==> src/rtl/core/e2c_pkg.sv <==
// ============================================================================
// e2c_pkg: shared types, microcode formats and calendar tables
// Control word layout, datapath action codes, divisor table and
// leap-year / month-length helpers for the epoch to calendar unit.
// ============================================================================
package e2c_pkg;

    localparam int InW    = 32;
    localparam int OutW   = 48;
    localparam int PcW    = 4;
    localparam int RemW   = 17;
    localparam int DaysW  = 16;

    typedef logic [PcW-1:0]  pc_t;

    // microprogram addresses
    localparam pc_t S_WAIT      = 4'd0;
    localparam pc_t S_DIV_DAY   = 4'd1;
    localparam pc_t S_SAVE_DAYS = 4'd2;
    localparam pc_t S_DIV_HOUR  = 4'd3;
    localparam pc_t S_SAVE_HOUR = 4'd4;
    localparam pc_t S_DIV_MIN   = 4'd5;
    localparam pc_t S_SAVE_MIN  = 4'd6;
    localparam pc_t S_DIV_WEEK  = 4'd7;
    localparam pc_t S_SAVE_WDAY = 4'd8;
    localparam pc_t S_YEAR      = 4'd9;
    localparam pc_t S_MON_INIT  = 4'd10;
    localparam pc_t S_MON       = 4'd11;
    localparam pc_t S_EMIT      = 4'd12;

    typedef enum logic [2:0] {
        C_NEXT,
        C_WAIT_IN,
        C_LOOP_YEAR,
        C_LOOP_MON,
        C_WAIT_OUT
    } cond_t;

    typedef enum logic [3:0] {
        A_NONE,
        A_LOAD,
        A_DIV,
        A_SAVE_DAYS,
        A_SAVE_HOUR,
        A_SAVE_MIN,
        A_SAVE_WDAY,
        A_YEAR,
        A_MON_INIT,
        A_MON,
        A_EMIT
    } act_t;

    typedef enum logic [1:0] {
        D_DAY,
        D_HOUR,
        D_MIN,
        D_WEEK
    } dsel_t;

    typedef struct packed {
        cond_t cond;
        act_t  act;
        dsel_t dsel;
        pc_t   nxt;
    } uword_t;

    typedef struct packed {
        act_t  act;
        dsel_t dsel;
        logic  fire;
    } ctrl_t;

    typedef struct packed {
        logic year_more;
        logic mon_more;
    } stat_t;

    typedef struct packed {
        logic [5:0] sec_of_minute;
        logic [5:0] min_of_hour;
        logic [4:0] hour_24;
        logic [3:0] hour_12;
        logic       is_pm;
        logic [2:0] week_day;
        logic [4:0] month_day;
        logic [3:0] month_num;
        logic [7:0] year_offset;
    } res_t;

    function automatic logic [RemW-1:0] divisor(input dsel_t sel);
        logic [RemW-1:0] d;
        case (sel)
            D_DAY:   d = 17'd86400;
            D_HOUR:  d = 17'd3600;
            D_MIN:   d = 17'd60;
            D_WEEK:  d = 17'd7;
            default: d = 17'd7;
        endcase
        return d;
    endfunction

    // gregorian rule over 1970..2225: centuries 2100 and 2200 are common
    function automatic logic is_leap(input logic [7:0] yoff);
        logic [11:0] y;
        y = 12'd1970 + {4'd0, yoff};
        return (y[1:0] == 2'd0) && (y != 12'd2100) && (y != 12'd2200);
    endfunction

    function automatic logic [8:0] year_len(input logic [7:0] yoff);
        return is_leap(yoff) ? 9'd366 : 9'd365;
    endfunction

    function automatic logic [4:0] month_len(input logic [3:0] m, input logic leap);
        logic [4:0] len;
        case (m)
            4'd1:    len = leap ? 5'd29 : 5'd28;
            4'd3:    len = 5'd30;
            4'd5:    len = 5'd30;
            4'd8:    len = 5'd30;
            4'd10:   len = 5'd30;
            default: len = 5'd31;
        endcase
        return len;
    endfunction

endpackage

==> src/rtl/core/epoch_to_calendar_unit.sv <==
// ============================================================================
// epoch_to_calendar_unit: seconds-since-1970 to calendar date and time
// Top level: sequencer, datapath and output beat register.
// ============================================================================
// usage
//   s_axis carries one 32-bit count of seconds since 1970-01-01 00:00:00
//   per beat; m_axis returns one beat per input with second, minute,
//   24-hour and 12-hour hour, pm flag, weekday (sunday = 1), day of
//   month, month (january = 1) and year offset from 1970
//   one input is converted at a time; s_axis_tready is high only while
//   the sequencer waits for a new beat
//   the four divisions run through the shared reciprocal multiplier, then
//   the year stepping loop subtracts one year length per cycle for Y
//   (0..136) years of offset and the month loop steps M (0..11) months
//   with a free receiver a new beat is taken in the cycle after each
//   result is emitted
//   if the receiver stalls, the next conversion finishes and then holds
//   until the output register is free
//   reset clears the sequencer and the output valid flag
// ============================================================================
module epoch_to_calendar_unit (
    input  logic                     clk,
    input  logic                     rst_n,
    input  logic                     s_axis_tvalid,
    output logic                     s_axis_tready,
    input  logic [e2c_pkg::InW-1:0]  s_axis_tdata,   // epoch_seconds
    output logic                     m_axis_tvalid,
    input  logic                     m_axis_tready,
    // sec_of_minute, min_of_hour, hour_24, hour_12, is_pm, week_day,
    // month_day, month_num, year_offset, zero fill
    output logic [e2c_pkg::OutW-1:0] m_axis_tdata
);
    import e2c_pkg::*;

    ctrl_t          ctrl;
    stat_t          stat;
    res_t           res;
    logic           out_free;
    logic           emit_fire;
    logic           m_valid_reg, m_valid_next;
    logic [OutW-1:0] m_data_reg;

    assign out_free  = !m_valid_reg || m_axis_tready;
    assign emit_fire = (ctrl.act == A_EMIT) && ctrl.fire;

    e2c_seq u_seq (
        .clk      (clk),
        .rst_n    (rst_n),
        .in_valid (s_axis_tvalid),
        .out_free (out_free),
        .stat     (stat),
        .ctrl     (ctrl),
        .in_ready (s_axis_tready)
    );

    e2c_dpath u_dpath (
        .clk           (clk),
        .ctrl          (ctrl),
        .epoch_seconds (s_axis_tdata),
        .stat          (stat),
        .res           (res)
    );

    always_comb
    begin
        m_valid_next = m_valid_reg;
        if (emit_fire)
        begin
            m_valid_next = 1'b1;
        end
        else if (m_axis_tready)
        begin
            m_valid_next = 1'b0;
        end
    end

    always_ff @(posedge clk or negedge rst_n)
    begin
        if (!rst_n)
        begin
            m_valid_reg <= 1'b0;
        end
        else
        begin
            m_valid_reg <= m_valid_next;
        end
    end

    always_ff @(posedge clk)
    begin
        if (emit_fire)
        begin
            m_data_reg <= {6'd0, res.year_offset, res.month_num, res.month_day,
                           res.week_day, res.is_pm, res.hour_12, res.hour_24,
                           res.min_of_hour, res.sec_of_minute};
        end
    end

    assign m_axis_tvalid = m_valid_reg;
    assign m_axis_tdata  = m_data_reg;

    // an accepted beat moves the sequencer off its wait step
    a_accept_busy: assert property (@(posedge clk) disable iff (!rst_n)
        (s_axis_tvalid && s_axis_tready) |=> !s_axis_tready)
        else $error("input still ready after an accepted beat");

    // a finished conversion never overwrites a result still waiting
    a_no_overwrite: assert property (@(posedge clk) disable iff (!rst_n)
        (m_axis_tvalid && !m_axis_tready) |-> !emit_fire)
        else $error("result register overwritten while stalled");

    // emitted beat is presented with a sane date
    a_emit_range: assert property (@(posedge clk) disable iff (!rst_n)
        emit_fire |=> (m_axis_tvalid && (m_axis_tdata[41:34] <= 8'd136)
                       && (m_axis_tdata[29:25] != 5'd0)
                       && (m_axis_tdata[33:30] != 4'd0)))
        else $error("emitted date out of range");

endmodule

==> src/rtl/core/e2c_seq.sv <==
// ============================================================================
// e2c_seq: microcode sequencer
// Program counter and control store; issues one control word per cycle
// and takes conditional jumps on handshake and loop status.
// ============================================================================
module e2c_seq (
    input  logic          clk,
    input  logic          rst_n,
    input  logic          in_valid,
    input  logic          out_free,
    input  e2c_pkg::stat_t stat,
    output e2c_pkg::ctrl_t ctrl,
    output logic          in_ready
);
    import e2c_pkg::*;

    pc_t    pc_reg, pc_next;
    uword_t uw;
    logic   adv;

    function automatic uword_t rom(input pc_t pc);
        uword_t w;
        case (pc)
            S_WAIT:      w = '{C_WAIT_IN,   A_LOAD,      D_DAY,  S_DIV_DAY};
            S_DIV_DAY:   w = '{C_NEXT,      A_DIV,       D_DAY,  S_SAVE_DAYS};
            S_SAVE_DAYS: w = '{C_NEXT,      A_SAVE_DAYS, D_DAY,  S_DIV_HOUR};
            S_DIV_HOUR:  w = '{C_NEXT,      A_DIV,       D_HOUR, S_SAVE_HOUR};
            S_SAVE_HOUR: w = '{C_NEXT,      A_SAVE_HOUR, D_HOUR, S_DIV_MIN};
            S_DIV_MIN:   w = '{C_NEXT,      A_DIV,       D_MIN,  S_SAVE_MIN};
            S_SAVE_MIN:  w = '{C_NEXT,      A_SAVE_MIN,  D_MIN,  S_DIV_WEEK};
            S_DIV_WEEK:  w = '{C_NEXT,      A_DIV,       D_WEEK, S_SAVE_WDAY};
            S_SAVE_WDAY: w = '{C_NEXT,      A_SAVE_WDAY, D_WEEK, S_YEAR};
            S_YEAR:      w = '{C_LOOP_YEAR, A_YEAR,      D_DAY,  S_MON_INIT};
            S_MON_INIT:  w = '{C_NEXT,      A_MON_INIT,  D_DAY,  S_MON};
            S_MON:       w = '{C_LOOP_MON,  A_MON,       D_DAY,  S_EMIT};
            S_EMIT:      w = '{C_WAIT_OUT,  A_EMIT,      D_DAY,  S_WAIT};
            default:     w = '{C_NEXT,      A_NONE,      D_DAY,  S_WAIT};
        endcase
        return w;
    endfunction

    assign uw = rom(pc_reg);

    always_comb
    begin
        adv       = 1'b1;
        ctrl.act  = uw.act;
        ctrl.dsel = uw.dsel;
        ctrl.fire = 1'b1;
        case (uw.cond)
            C_NEXT:
            begin
                adv       = 1'b1;
                ctrl.fire = 1'b1;
            end
            C_WAIT_IN:
            begin
                adv       = in_valid;
                ctrl.fire = in_valid;
            end
            C_LOOP_YEAR: adv = !stat.year_more;
            C_LOOP_MON:  adv = !stat.mon_more;
            C_WAIT_OUT:
            begin
                adv       = out_free;
                ctrl.fire = out_free;
            end
            default:
            begin
                adv       = 1'b1;
                ctrl.fire = 1'b0;
            end
        endcase
    end

    assign in_ready  = (uw.cond == C_WAIT_IN);

    always_comb
    begin
        pc_next = adv ? uw.nxt : pc_reg;
    end

    always_ff @(posedge clk or negedge rst_n)
    begin
        if (!rst_n)
        begin
            pc_reg <= S_WAIT;
        end
        else
        begin
            pc_reg <= pc_next;
        end
    end

endmodule

==> src/rtl/core/e2c_dpath.sv <==
// ============================================================================
// e2c_dpath: conversion datapath
// Shared reciprocal-multiply divider by a selected constant, day counter
// with year and month subtraction, and the time-of-day result registers.
// ============================================================================
module e2c_dpath (
    input  logic                      clk,
    input  e2c_pkg::ctrl_t            ctrl,
    input  logic [e2c_pkg::InW-1:0]   epoch_seconds,
    output e2c_pkg::stat_t            stat,
    output e2c_pkg::res_t             res
);
    import e2c_pkg::*;

    logic [InW-1:0]        num_reg;
    logic [DaysW-1:0]      quo_reg;
    logic [DaysW-1:0]      days_reg;
    logic [4:0]            hour_reg;
    logic [5:0]            min_reg;
    logic [5:0]            sec_reg;
    logic [2:0]            wday_reg;
    logic [7:0]            year_reg;
    logic [3:0]            mon_reg;

    logic [24:0]           mul_a;
    logic [25:0]           mul_b;
    logic [50:0]           prod;
    logic [DaysW-1:0]      quo;
    logic [RemW-1:0]       dvs;
    logic [DaysW+RemW-1:0] quo_dvs;
    logic [RemW-1:0]       rem;
    logic [8:0]            ylen;
    logic [4:0]            mlen;
    logic [DaysW-1:0]      days_wk;

    // quotient as (x >> s) * ceil(2^k / (d >> s)) >> k, exact over each range
    always_comb
    begin
        case (ctrl.dsel)
            D_DAY:
            begin
                mul_a = num_reg[31:7];
                mul_b = 26'd50903317;
            end
            D_HOUR:
            begin
                mul_a = {12'd0, num_reg[16:4]};
                mul_b = 26'd9321;
            end
            D_MIN:
            begin
                mul_a = {15'd0, num_reg[11:2]};
                mul_b = 26'd1093;
            end
            D_WEEK:
            begin
                mul_a = {9'd0, num_reg[15:0]};
                mul_b = 26'd74899;
            end
            default:
            begin
                mul_a = {9'd0, num_reg[15:0]};
                mul_b = 26'd74899;
            end
        endcase
    end

    assign prod = {26'd0, mul_a} * {25'd0, mul_b};

    always_comb
    begin
        case (ctrl.dsel)
            D_DAY:   quo = prod[50:35];
            D_HOUR:  quo = prod[36:21];
            D_MIN:   quo = prod[29:14];
            D_WEEK:  quo = prod[34:19];
            default: quo = prod[34:19];
        endcase
    end

    assign dvs     = divisor(ctrl.dsel);
    assign quo_dvs = {{RemW{1'b0}}, quo_reg} * {{DaysW{1'b0}}, dvs};
    assign rem     = num_reg[RemW-1:0] - quo_dvs[RemW-1:0];
    assign ylen    = year_len(year_reg);
    assign mlen    = month_len(mon_reg, is_leap(year_reg));
    assign days_wk = days_reg + DaysW'(4);

    assign stat.year_more = (days_reg >= {7'd0, ylen});
    assign stat.mon_more  = (days_reg >= {11'd0, mlen}) && (mon_reg != 4'd11);

    always_ff @(posedge clk)
    begin
        case (ctrl.act)
            A_LOAD:
            begin
                if (ctrl.fire)
                begin
                    num_reg <= epoch_seconds;
                end
            end
            A_DIV:
            begin
                quo_reg <= quo;
            end
            A_SAVE_DAYS:
            begin
                days_reg <= quo_reg;
                num_reg  <= {15'd0, rem};
            end
            A_SAVE_HOUR:
            begin
                hour_reg <= quo_reg[4:0];
                num_reg  <= {15'd0, rem};
            end
            A_SAVE_MIN:
            begin
                min_reg <= quo_reg[5:0];
                sec_reg <= rem[5:0];
                num_reg <= {16'd0, days_wk};
            end
            A_SAVE_WDAY:
            begin
                wday_reg <= rem[2:0] + 3'd1;
                year_reg <= '0;
            end
            A_YEAR:
            begin
                if (stat.year_more)
                begin
                    days_reg <= days_reg - {7'd0, ylen};
                    year_reg <= year_reg + 8'd1;
                end
            end
            A_MON_INIT:
            begin
                mon_reg <= '0;
            end
            A_MON:
            begin
                if (stat.mon_more)
                begin
                    days_reg <= days_reg - {11'd0, mlen};
                    mon_reg  <= mon_reg + 4'd1;
                end
            end
            default:
            begin
            end
        endcase
    end

    always_comb
    begin
        res.sec_of_minute = sec_reg;
        res.min_of_hour   = min_reg;
        res.hour_24       = hour_reg;
        res.is_pm         = (hour_reg >= 5'd12);
        if (hour_reg == 5'd0)
        begin
            res.hour_12 = 4'd12;
        end
        else if (hour_reg > 5'd12)
        begin
            res.hour_12 = 4'(hour_reg - 5'd12);
        end
        else
        begin
            res.hour_12 = hour_reg[3:0];
        end
        res.week_day    = wday_reg;
        res.month_day   = days_reg[4:0] + 5'd1;
        res.month_num   = mon_reg + 4'd1;
        res.year_offset = year_reg;
    end

endmodule
==> config.mk <==
export PLATFORM = sky130hd
export DESIGN_NAME = epoch_to_calendar_unit
export DESIGN_NICKNAME = d
export VERILOG_FILES = /design/src/rtl/core/e2c_pkg.sv /design/src/rtl/core/epoch_to_calendar_unit.sv /design/src/rtl/core/e2c_seq.sv /design/src/rtl/core/e2c_dpath.sv
export SDC_FILE = /design/constraint.sdc
export NUM_CORES = 1
export LEC_CHECK = 0
export ABC_AREA = 1
export BUFFER_PORTS_ARGS = -buffer_cell sky130_fd_sc_hd__buf_2
export CORE_UTILIZATION = 45
export CTS_CLUSTER_DIAMETER = 150
export DETAILED_ROUTE_END_ITERATION = 10
export GPL_TIMING_DRIVEN = 0
export PLACE_DENSITY = 0.68
export SETUP_SLACK_MARGIN = 0.1
export SYNTH_ARGS = -nofsm -noshare
export SYNTH_HDL_FRONTEND = slang
export SYNTH_HIERARCHICAL = 1
export SYNTH_SLANG_ARGS = --single-unit
==> constraint.sdc <==
create_clock -name clk -period 10.8 [get_ports clk]
set_input_delay 2.16 -clock clk [delete_from_list [all_inputs] [get_ports clk]]
set_output_delay 2.16 -clock clk [all_outputs]
set_load 0.02 [all_outputs]
* After elaboration in Yosys (flattened, before gate mapping) *
Memories as Yosys holds them, arrays and structs flattened.
Index checks and enable logic that the tools add are counted.
W data, S select, Z words.

word-level totals
  register bits = 143
  bits in read-only memories = 208
  input bits = 36
  output and inout bits = 50
  word-level logic and storage cells = 103
  memories kept = 1

cells by class
  add/sub/neg operators = 10
  multiply operators = 2
  magnitude comparators = 4
  equal/unequal tests = 28
  multiplexer cells = 21
  reduce and logical (&&, ||, !) cells = 24

memories
  memory           depth  bits a word  read ports  clocked after memory_dff  write ports  RTL line       text
  (no name shown)  16     13           1           0                         0            e2c_seq.sv:23  case (pc)

operators by type and width
  kind                     count
  $pmux W26 S4             1
  $pmux W25 S4             1
  $pmux W32 S3             1
  $pmux W17 S4             1
  $pmux W16 S4             1
  $mul A25 B26 Y51         1
  $pmux W16 S3             1
  $mux W16                 2
  $mux W32                 1
  $ne A12 B12 Y1 const B   2
  $eq A4 B3 Y1 const B     5
  $eq A4 B4 Y1 const B     5
  $mul A16 B17 Y17         1
  $sub A17 B17 Y17         1
  $add A16 B3 Y16 const B  1
  $ge A16 B5 Y1            1
  $ge A16 B9 Y1            1
  $pmux W8 S2              1
  $sub A16 B5 Y16          1
  $sub A16 B9 Y16          1
  $add A11 B8 Y12 const A  1
  $eq A4 B2 Y1 const B     3
  $pmux W5 S2              1
  $add A8 B1 Y8 const B    1
  other kinds (34)         53

* Longest topological paths before layout *
  depth after elaboration = 10
  gate-level depth with buffers = 48
  depth with buffers taken out = 44

* Cells and area by module *
Netlist, hierarchy kept.

by module, submodules not included
  module                  times used  cells each  area an instance (sq um)  seq. area each (sq um)
  e2c_dpath               1           3310        26731.9                   2882.8
  epoch_to_calendar_unit  1           60          1381.3                    1286.2
  e2c_seq                 1           74          559.3                     100.1

* Worst setup path before layout *
No wires, ideal clock.

  path kind = register to register
  start = register u_seq.pc_reg[0]
  end = register u_dpath.quo_reg[15], data pin
  library setup time = 0.249 ns
  data arrival time = 8.184 ns
  data required time = 10.551 ns
  setup slack = 2.366 ns
  cell stages (with the launch flop) = 46
  path buffers = 6
  path through = dfrtp_1 > inv_1 > ha_1 > nand3_1 > o21ai_0 > buf_4 > clkbuf_1 > clkbuf_1 > inv_1 > ha_1 > buf_4 > inv_4 > clkbuf_1 > clkbuf_1 > o21ai_0 > nand2_1 > nor2_1 > fa_1 > [... 10 more ...] > fa_1 > inv_1 > ha_1 > nand2_1 > nor2_1 > inv_1 > nor2_1 > and3_1 > nand2_2 > nand2_2 > nand2_1 > nand2_1 > nand2_1 > nand3_1 > nand2_1 > nand3b_1 > nand2_1 > inv_1

RTL lines
  element                 RTL line          text
  from (decl)             e2c_seq.sv:17     pc_t pc_reg, pc_next;
  from (signal assigned)  e2c_seq.sv:91     pc_reg <= pc_next;
  to (signal assigned)    e2c_dpath.sv:103  quo_reg <= quo;
  to (decl)               e2c_dpath.sv:16   logic [DaysW-1:0] quo_reg;

==> run metrics <==
Tot GR Track Use=a little over a quarter; # setup viols final=0; worst path required time=between 10 and 15 ns; initial core utilization=45.5%; run status=finished, final reports clean; largest net degree at the start of global routing=between 40 and 50; die height=254 um; Met3 Wirelength=6570 um; CORE AREA=around 63000 um2; Remaining DRCs=0; global-route wire length before repair=roughly 130000 um; drt wl/cell=around 18 um; #FFs+latches synth=roughly 140; worst reg2reg path endpoint=u_dpath/quo_reg[3]$_DFFE_PN_; worst path arrival time=10.32 ns; P&R area growth vs syn=7.90%; Metal-1 WL=approximately 33000 um; Rel. slew slack=about 16%; Die ar.=between 60000 and 70000 um2; Post-synth EDFFs=between 100 and 150; clk_lat worst skew=0.45 ns; slowest stage delay, CP=0.54 ns; Reg-to-Reg Start=u_seq/pc_reg[0]$_DFFE_PN0P_; CTS tree=done; Max Freq=98.2 MHz; crit path launch type=flop; standard-cell rows=92; HP Start=u_dpath/sec_reg[5]$_DFFE_PP_; hold-critical path endpoint=m_axis_tdata[5]$_DFFE_PP_; count of buffers from port buffering=79; Syn Area/Cell=between 8 and 9 um2; Cells after Synth=about 3400; clk sinks=around 140; Seq/Total Area, Yosys=between 10 and 15%; vias in the first global route=22785; period utilization=94.3%; Post-synth ARST share=3.50%; YS warnings=6; most used cell, CP=inv_1; Worst-Margin Slew=approximately 1.3 ns; max FFs per register=42; Netlist Area Pre-Place=roughly 29000 um2; Net count, final=approximately 4400; HPWL Detailed=between 70000 and 80000 um; share of cells above drive strength 1=6.62%; slowest CP cell=fa_1; total global routing overflow=0; Final Hold Violating Endpoints=0; CTS Root Cell=clkbuf_16; Main synth FF type=edfxtp_1; Max Buffers Root-to-Sink=2; met2 routed WL=roughly 38000 um; CTS buffer count=17; final std cells w/o fill=~4400; Detailed Route WL=a little over 80000 um; r2r setup slk=slightly above 0.6 ns; drt first pass iters=5; Post-Place Cells=around 4400; Period minus WS final=10.18 ns; GP Congestion=~1.0; crit path kind=flop to flop; hold depth=0; clock-pin slew on the worst setup and hold paths=around 0.07 ns; diode count=0; drt via density=about 5.1; Worst Clk Skew=0.0200 ns; initial antenna violation count=2; Max Cap Viol=0; DR iter-0 viols=around 1700; H-tree levels=4; die width=approximately 250 um; Worst Hold Class=flop to flop; ANT nets after route=0; Pins Over Slew Limit=0; num ports=86; Synth cell types=64; via total after detailed routing=22686; crit end category=flop; RSZ-0062 raised after global routing=no; Worst Reg-to-Reg Cells=40; top layer in use=met4; CP max FO=11
-- how the worst max path moves through the flow --
stage	startpoint	to	cells past startpoint
after floorplan	u_seq/pc_reg[0]$_DFFE_PN0P_	u_dpath/quo_reg[15]$_DFFE_PN_	45
after global placement	u_seq/pc_reg[0]$_DFFE_PN0P_	u_dpath/quo_reg[3]$_DFFE_PN_	40
after detailed placement	u_seq/pc_reg[0]$_DFFE_PN0P_	u_dpath/quo_reg[3]$_DFFE_PN_	40
after CTS	u_seq/pc_reg[0]$_DFFE_PN0P_	u_dpath/quo_reg[3]$_DFFE_PN_	42
after global routing	u_seq/pc_reg[0]$_DFFE_PN0P_	u_dpath/quo_reg[15]$_DFFE_PN_	39
final	u_seq/pc_reg[0]$_DFFE_PN0P_	u_dpath/quo_reg[3]$_DFFE_PN_	40
-- stage by stage --
step	hold WS, ns	setup slack, ns	util [%]	TNS [ns]	area (um2)
detailed placement	0.406	-0.149	48.0	-0.501	30200
floorplan	0.400	2.37	-	0	28700
global placement	0.401	-0.103	47.9	-0.244	30200
CTS	0.422	0.171	49.0	0	30900
finish	0.421	0.615	49.1	0	30900
global route	0.428	0.278	49.1	0	30900
-- routing by layer --
metal / track usage (%) / up-vias
met2: 43.3 / 898
met5: 0 / -
met4: 10.2 / 0
li1: - / 10687
met1: 33.4 / 10920
met3: 4.87 / 181
-- Yosys cell counts, types with 6 or more instances --
master,instances,area (um2)
a21boi_0,7,52.6
a21o_1,15,113
a21oi_1,118,591
a31oi_1,9,56.3
buf_1,9,33.8
buf_2,9,45.0
buf_4,16,120
clkbuf_1,34,128
edfxtp_1,138,4140
fa_1,435,8710
ha_1,383,4790
inv_1,949,3560
inv_2,10,37.5
nand2_1,566,2120
nand2_2,20,125
nand3_1,118,591
nand3b_1,23,173
nand4_1,15,93.8
nor2_1,287,1080
nor2_2,7,43.8
nor3_1,19,95.1
o211ai_1,8,60.1
o21ai_0,86,430
o21ai_1,7,35.0
o21bai_1,6,45.0
o221ai_1,10,87.6
o311ai_0,7,61.3
xnor2_1,19,166
xor2_1,32,280
-- cells in the final DEF (no fill, tap or decap), types with 8 or more instances in the layout --
cell	synthesis	routed
nand4_1	15	15
inv_2	10	11
o211ai_1	8	8
clkbuf_1	34	28
fa_1	435	435
o21ai_0	86	86
conb_1	3	20
nand3_1	118	118
inv_1	949	946
clkbuf_2	0	8
nand2_2	20	22
nor3_1	19	19
nand3b_1	23	23
edfxtp_1	138	138
a31oi_1	9	8
xor2_1	32	32
buf_2	9	89
a21o_1	15	15
o221ai_1	10	10
nand2_1	566	564
buf_4	16	23
nor2_1	287	283
ha_1	383	383
clkbuf_16	0	17
a21oi_1	118	116
nor2_2	7	10
xnor2_1	19	19
-- critical path, delay by kind of cell, from the launching register on --
family                     cells  cell delay (ns)
xor gates and xnor gates       1             0.17
adders and majority gates     10             4.03
AOI/OAI and AO/OA              5             0.87
DFF                            1             0.50
buffers and inverters         15             2.96
and+or+nand+nor                9             1.32
-- repair_timing --
action,CTS,global route
endpoints found under the setup margin,16,16
resized for setup,2,23
hold buffers,0,0
buffers inserted,0,6
-- layout make-up --
class,instances,area (um2)
plain buffers,69,364
clock buffers,17,425
clock inverters,15,189
fillers,6063,32000
inverters,966,3640
multi-input cells,2281,20500
flip-flops and latches,143,4270
well taps,846,1060
repair buffers,88,474
-- kinds of logic after synthesis --
family                   synth area share (%)
AO/OA/AOI/OAI                            6.13
XOR/XNOR                                 1.73
adder cells (fa/ha/maj)                  47.1
buffers and inverters                    13.9
flip-flops                               14.9
other                                  0.0393
AND/OR/NAND/NOR                          16.2
Power is left out: the tool's default activity adds up to more than one toggle a clock period on the data nets, which glitch-free logic cannot reach.
